### src/rtl/rfs_ram.sv
// ----------------------------------------------------------------------------
// rfs_ram
// Generic single-write, single-read RAM with registered read data.
// ----------------------------------------------------------------------------
module rfs_ram #(
  parameter int Width = 8,
  parameter int Depth = 64
) (
  input  logic                     clk_i,
  input  logic                     we_i,
  input  logic [$clog2(Depth)-1:0] waddr_i,
  input  logic [Width-1:0]         wdata_i,
  input  logic                     re_i,
  input  logic [$clog2(Depth)-1:0] raddr_i,
  output logic [Width-1:0]         rdata_o
);

  logic [Width-1:0] mem_q [Depth];
  logic [Width-1:0] rdata_q;

  always_ff @(posedge clk_i) begin
    if (we_i) begin
      mem_q[waddr_i] <= wdata_i;
    end
    if (re_i) begin
      rdata_q <= mem_q[raddr_i];
    end
  end

  assign rdata_o = rdata_q;

endmodule

### config.mk
export PLATFORM = sky130hd
export DESIGN_NAME = rfs_ram
export DESIGN_NICKNAME = d
export VERILOG_FILES = /design/src/rtl/rfs_ram.sv
export SDC_FILE = /design/constraint.sdc
export NUM_CORES = 1
export LEC_CHECK = 0
export CAP_MARGIN = 20
export CORE_AREA = 2 2 192 194
export DETAILED_ROUTE_END_ITERATION = 6
export DIE_AREA = 0 0 194 196
export DONT_BUFFER_PORTS = 1
export GPL_TIMING_DRIVEN = 1
export PLACE_DENSITY_LB_ADDON = 0.1
export SYNTH_ARGS = -nofsm -noshare
export SYNTH_HDL_FRONTEND = slang
export SYNTH_SLANG_ARGS = --single-unit
### constraint.sdc
create_clock -name clk_i -period 2.05 [get_ports clk_i]
set_input_delay 0.41 -clock clk_i [delete_from_list [all_inputs] [get_ports clk_i]]
set_output_delay 0.41 -clock clk_i [all_outputs]
set_load 0.1 [all_outputs]
# Word level (Yosys, flattened, before mapping)
# Memory sizes are Yosys's and may differ from the RTL's. A register that Yosys moved wholly into a read port is not among the register bits.
# Index checks and enable logic that the tools add are counted.
word_totals:
  reg_bits: 0
  ram_bits: 512
  in_bits: 23
  memories: 1
memory_table:
  columns: ["name", "depth", "word_bits", "read_ports", "rd_ports_with_merged_regs", "write_ports", "line_no", "source"]
  rows:
  - ["mem_q", 64, 8, 1, 1, 1, "18", "logic [Width-1:0] mem_q [Depth];"]
classes:
  n_mux: 2
op_table:
  columns: ["operator", "count"]
  rows:
  - ["1-bit 2-to-1 mux", 2]

# Depth between registers and ports, before layout
depth:
  depth_word: 2
  mapped_depth: 9

# Worst setup path before layout
# No wires, ideal clock.
synth_timing:
  path_type: "input-to-reg"
  startpoint: "in raddr_i[1]"
  endpoint: "reg rdata_q[3], in the netlist rdata_o[3] (read register of mem_q), data pin"
  arrival_time_ns: 1.950
  t_required_ns: 1.784
  path_slack_ns: -0.166
  cell_stages: 7
  path_cell_list: "buf_4 > buf_2 > buf_2 > mux4_2 > mux4_2 > o21ai_1 > o41ai_1"
synth_lines:
  columns: ["element", "line_no", "source"]
  rows:
  - ["start: declaration", "14", "input logic [$clog2(Depth)-1:0] raddr_i,"]
  - ["end: declaration", "19", "logic [Width-1:0] rdata_q;"]

==> metrics.cfg <==
[detailed_routing]
first_iter_violations=1111
postRouteAntennaNets=0
post-route-drc-count=0
dr.pass1.iters=5
vias=9762
wirelength_um=44400
drt-wirelength-per-cell_um=28.5
vias_per_cell=6.26

[synthesis]
synth_top_family_by_area=multiplexers
muxShareOfSynthArea=0.159
syn-mean-instance-area_sq_um=21.5
synth_top_area_cell=edfxtp_1
mappedNetlistArea_sq_um=20200
ys_types=39
synth_seq_cells=520
synth_edf_count=520
syn-num-nets=963
synth_compound_area_frac=0.0206
ys_seq_area_frac=0.771
yosys_warnings=0
synth_fa_ha_area_frac=0
synth_top_area_frac=0.771
syn-instance-count=940
synth_flop_cell=edfxtp_1
async_flop_share=0
synth_simple_gate_area_share=0.0337
synthTopCellsByArea=edfxtp_1 (77%), mux4_2 (14%), nor2_1 (1.5%)
synthXorXnorAreaFrac=0

[finish]
drive_gt1_frac=0.292
diodes=0
fillers=2451
fin_nets=1076
final_common_cell=edfxtp_1
area_growth_pct=13.8
final_cell_mix=edfxtp_1 (520), mux4_2 (126), buf_4 (102)
utilization=0.639

[timing]
maxSlewViolCount=0
max_freq_ghz=0.503
tns_ns=0
slew_headroom=0.622
period_needed_ns=1.99
skew_ns=0.0125
final-hold-violation-count=0
worstMarginPinSlew_ns=0.567
fin_crit_sh=0.970
grt_setup_unrepaired=false
timing.hold.ws_ns=0.0645
layout_setup_ws_ns=0.0618
finalSetupViolations=0

[pwr]
p_total_mw=21.3
combPwrFrac=0.046
switchingPower_mw=4.28
vdd.ir_drop.worst_mv=0.770
p_leak_nw=7.35
p_int_mw=17.1
swShare=0.201
p_clk_frac=0.400
p_seq_frac=0.554
power_density_nw_per_um2=926

[critical_path]
start_kind=flop
critical_path_buf_inv_count=0
cp_cell_sequence=mux4_2, mux2_2, o221a_2, nor3_2, o32ai_1
cp_max_fo=1
critical-path-top-delay-family=multiplexers
max_stage_delay_ns=0.47
critPathSlowestCell=mux4_2
cp-end-kind=flop
cp.required_ns=2.37
crit_type=reg2reg
arrival_ns=2.30

[floorplanning]
die_area_sq_um=38000
coreArea_sq_um=36100
initial_utilization=0.561
ios=31
die_y_um=196
die_w_um=194
fp-row-count=70

[flow_run]
drv_cap=0

[cts]
clock_latency_ns=0.58
cts_sinks=520
cts_tree=yes
post_cts_buffers=0
clock_path_buffers=3
numCtsBuffers=51
cts-root-buf=clkbuf_16
cts.htree.levels=2
clk_pin_slew_ns=0.06

[grt]
grt_pass1_vias=10200
grt_usage=0.240
grt_pass1_wl_um=66000
antenna_found_initial=0
grt_max_degree=138
grt-ovfl-total=0

[min_path]
min_path_type=in2reg

[status]
status=complete, no violations

[placed_design]
portBuffers=0
place.gp.congestion=0.799
dpl_worst_slack_ns=-0.315
place_hpwl_um=25900

-- cell type report --
type | count | area (sq um) | area share
multi-input combinational | 369 | 4340 | 0.188
sequential | 520 | 15600 | 0.677
clock inverter | 24 | 131 | 0.00570
clock buffer | 68 | 1380 | 0.0600
timing repair buffer | 111 | 996 | 0.0432
tap | 468 | 586 | 0.0254
-- power by group through the flow --
| stage | Clock, mW | Sequential, mW | Combinational (mW) |
|---|---|---|---|
| 2_1_floorplan | 0 | 12.1 | 0.636 |
| 3_3_place_gp | 0 | 12.0 | 0.758 |
| 3_5_place_dp | 0 | 12.0 | 0.763 |
| 4_1_cts | 8.69 | 11.8 | 0.984 |
| 5_1_grt | 9.08 | 11.8 | 1.04 |
| 6_report | 8.54 | 11.8 | 0.983 |
-- path summary, 6_finish.rpt --
path	from	endpoint	slack, ns	cells past startpoint
setup reg to reg	mem_q[21][4]	rdata_o[4]	0.06	5
setup / recovery	mem_q[21][4]	rdata_o[4]	0.06	5
hold reg to reg	mem_q[30][6]	rdata_o[6]	0.92	3
hold / removal	raddr_i[5]	rdata_o[3]	0.06	1
-- registers in the layout (all words and copies together) (netlist names) --
signal   cells
mem_q      512
rdata_o      8
-- logic make-up after synthesis --
group,after synthesis
AO/OA/AOI/OAI,54
buffers and inverters,51
flip-flops,520
multiplexers,162
AND/OR/NAND/NOR,153
-- synth_stat cells, types with 4 or more instances --
| cell type | n |
|---|---|
| nor2_1 | 83 |
| mux4_2 | 126 |
| a211oi_1 | 4 |
| mux2_2 | 13 |
| nand2b_1 | 7 |
| buf_1 | 4 |
| buf_2 | 11 |
| o221ai_1 | 8 |
| nand3_1 | 13 |
| buf_6 | 4 |
| nor3_1 | 7 |
| o22ai_1 | 8 |
| nor2b_1 | 14 |
| edfxtp_1 | 520 |
| clkbuf_1 | 17 |
| a221oi_1 | 6 |
| nand2_1 | 19 |
| mux2i_1 | 23 |
| buf_4 | 13 |
-- worst reg2reg max path, delay by kind of cell (launching register included) --
kind	cells	cell delay [ns]
AOI/OAI and AO/OA	2	0.41
DFF	1	0.36
muxes	2	0.74
and+or+nand+nor	1	0.23
-- metal layers --
layer,track usage,share of wire
met5,0,0
met4,0.0797,0.026
met3,0.0548,0.083
met2,0.381,0.48
met1,0.336,0.41
-- stage by stage --
stage	cell area [sq um]	cells
2_1_floorplan	20300	940
3_3_place_gp	21300	1459
3_5_place_dp	21300	1459
4_1_cts	23000	1560
5_1_grt	23100	1560
6_report	23100	1560
-- timing repair --
item,4_1_cts,5_1_grt
gates resized for setup,3,4
hold buffers,9,0
endpoints found under the hold margin,520,0
pin swaps,0,1
setup endpoints to repair,2,4
(Power assumes the default switching activity.)
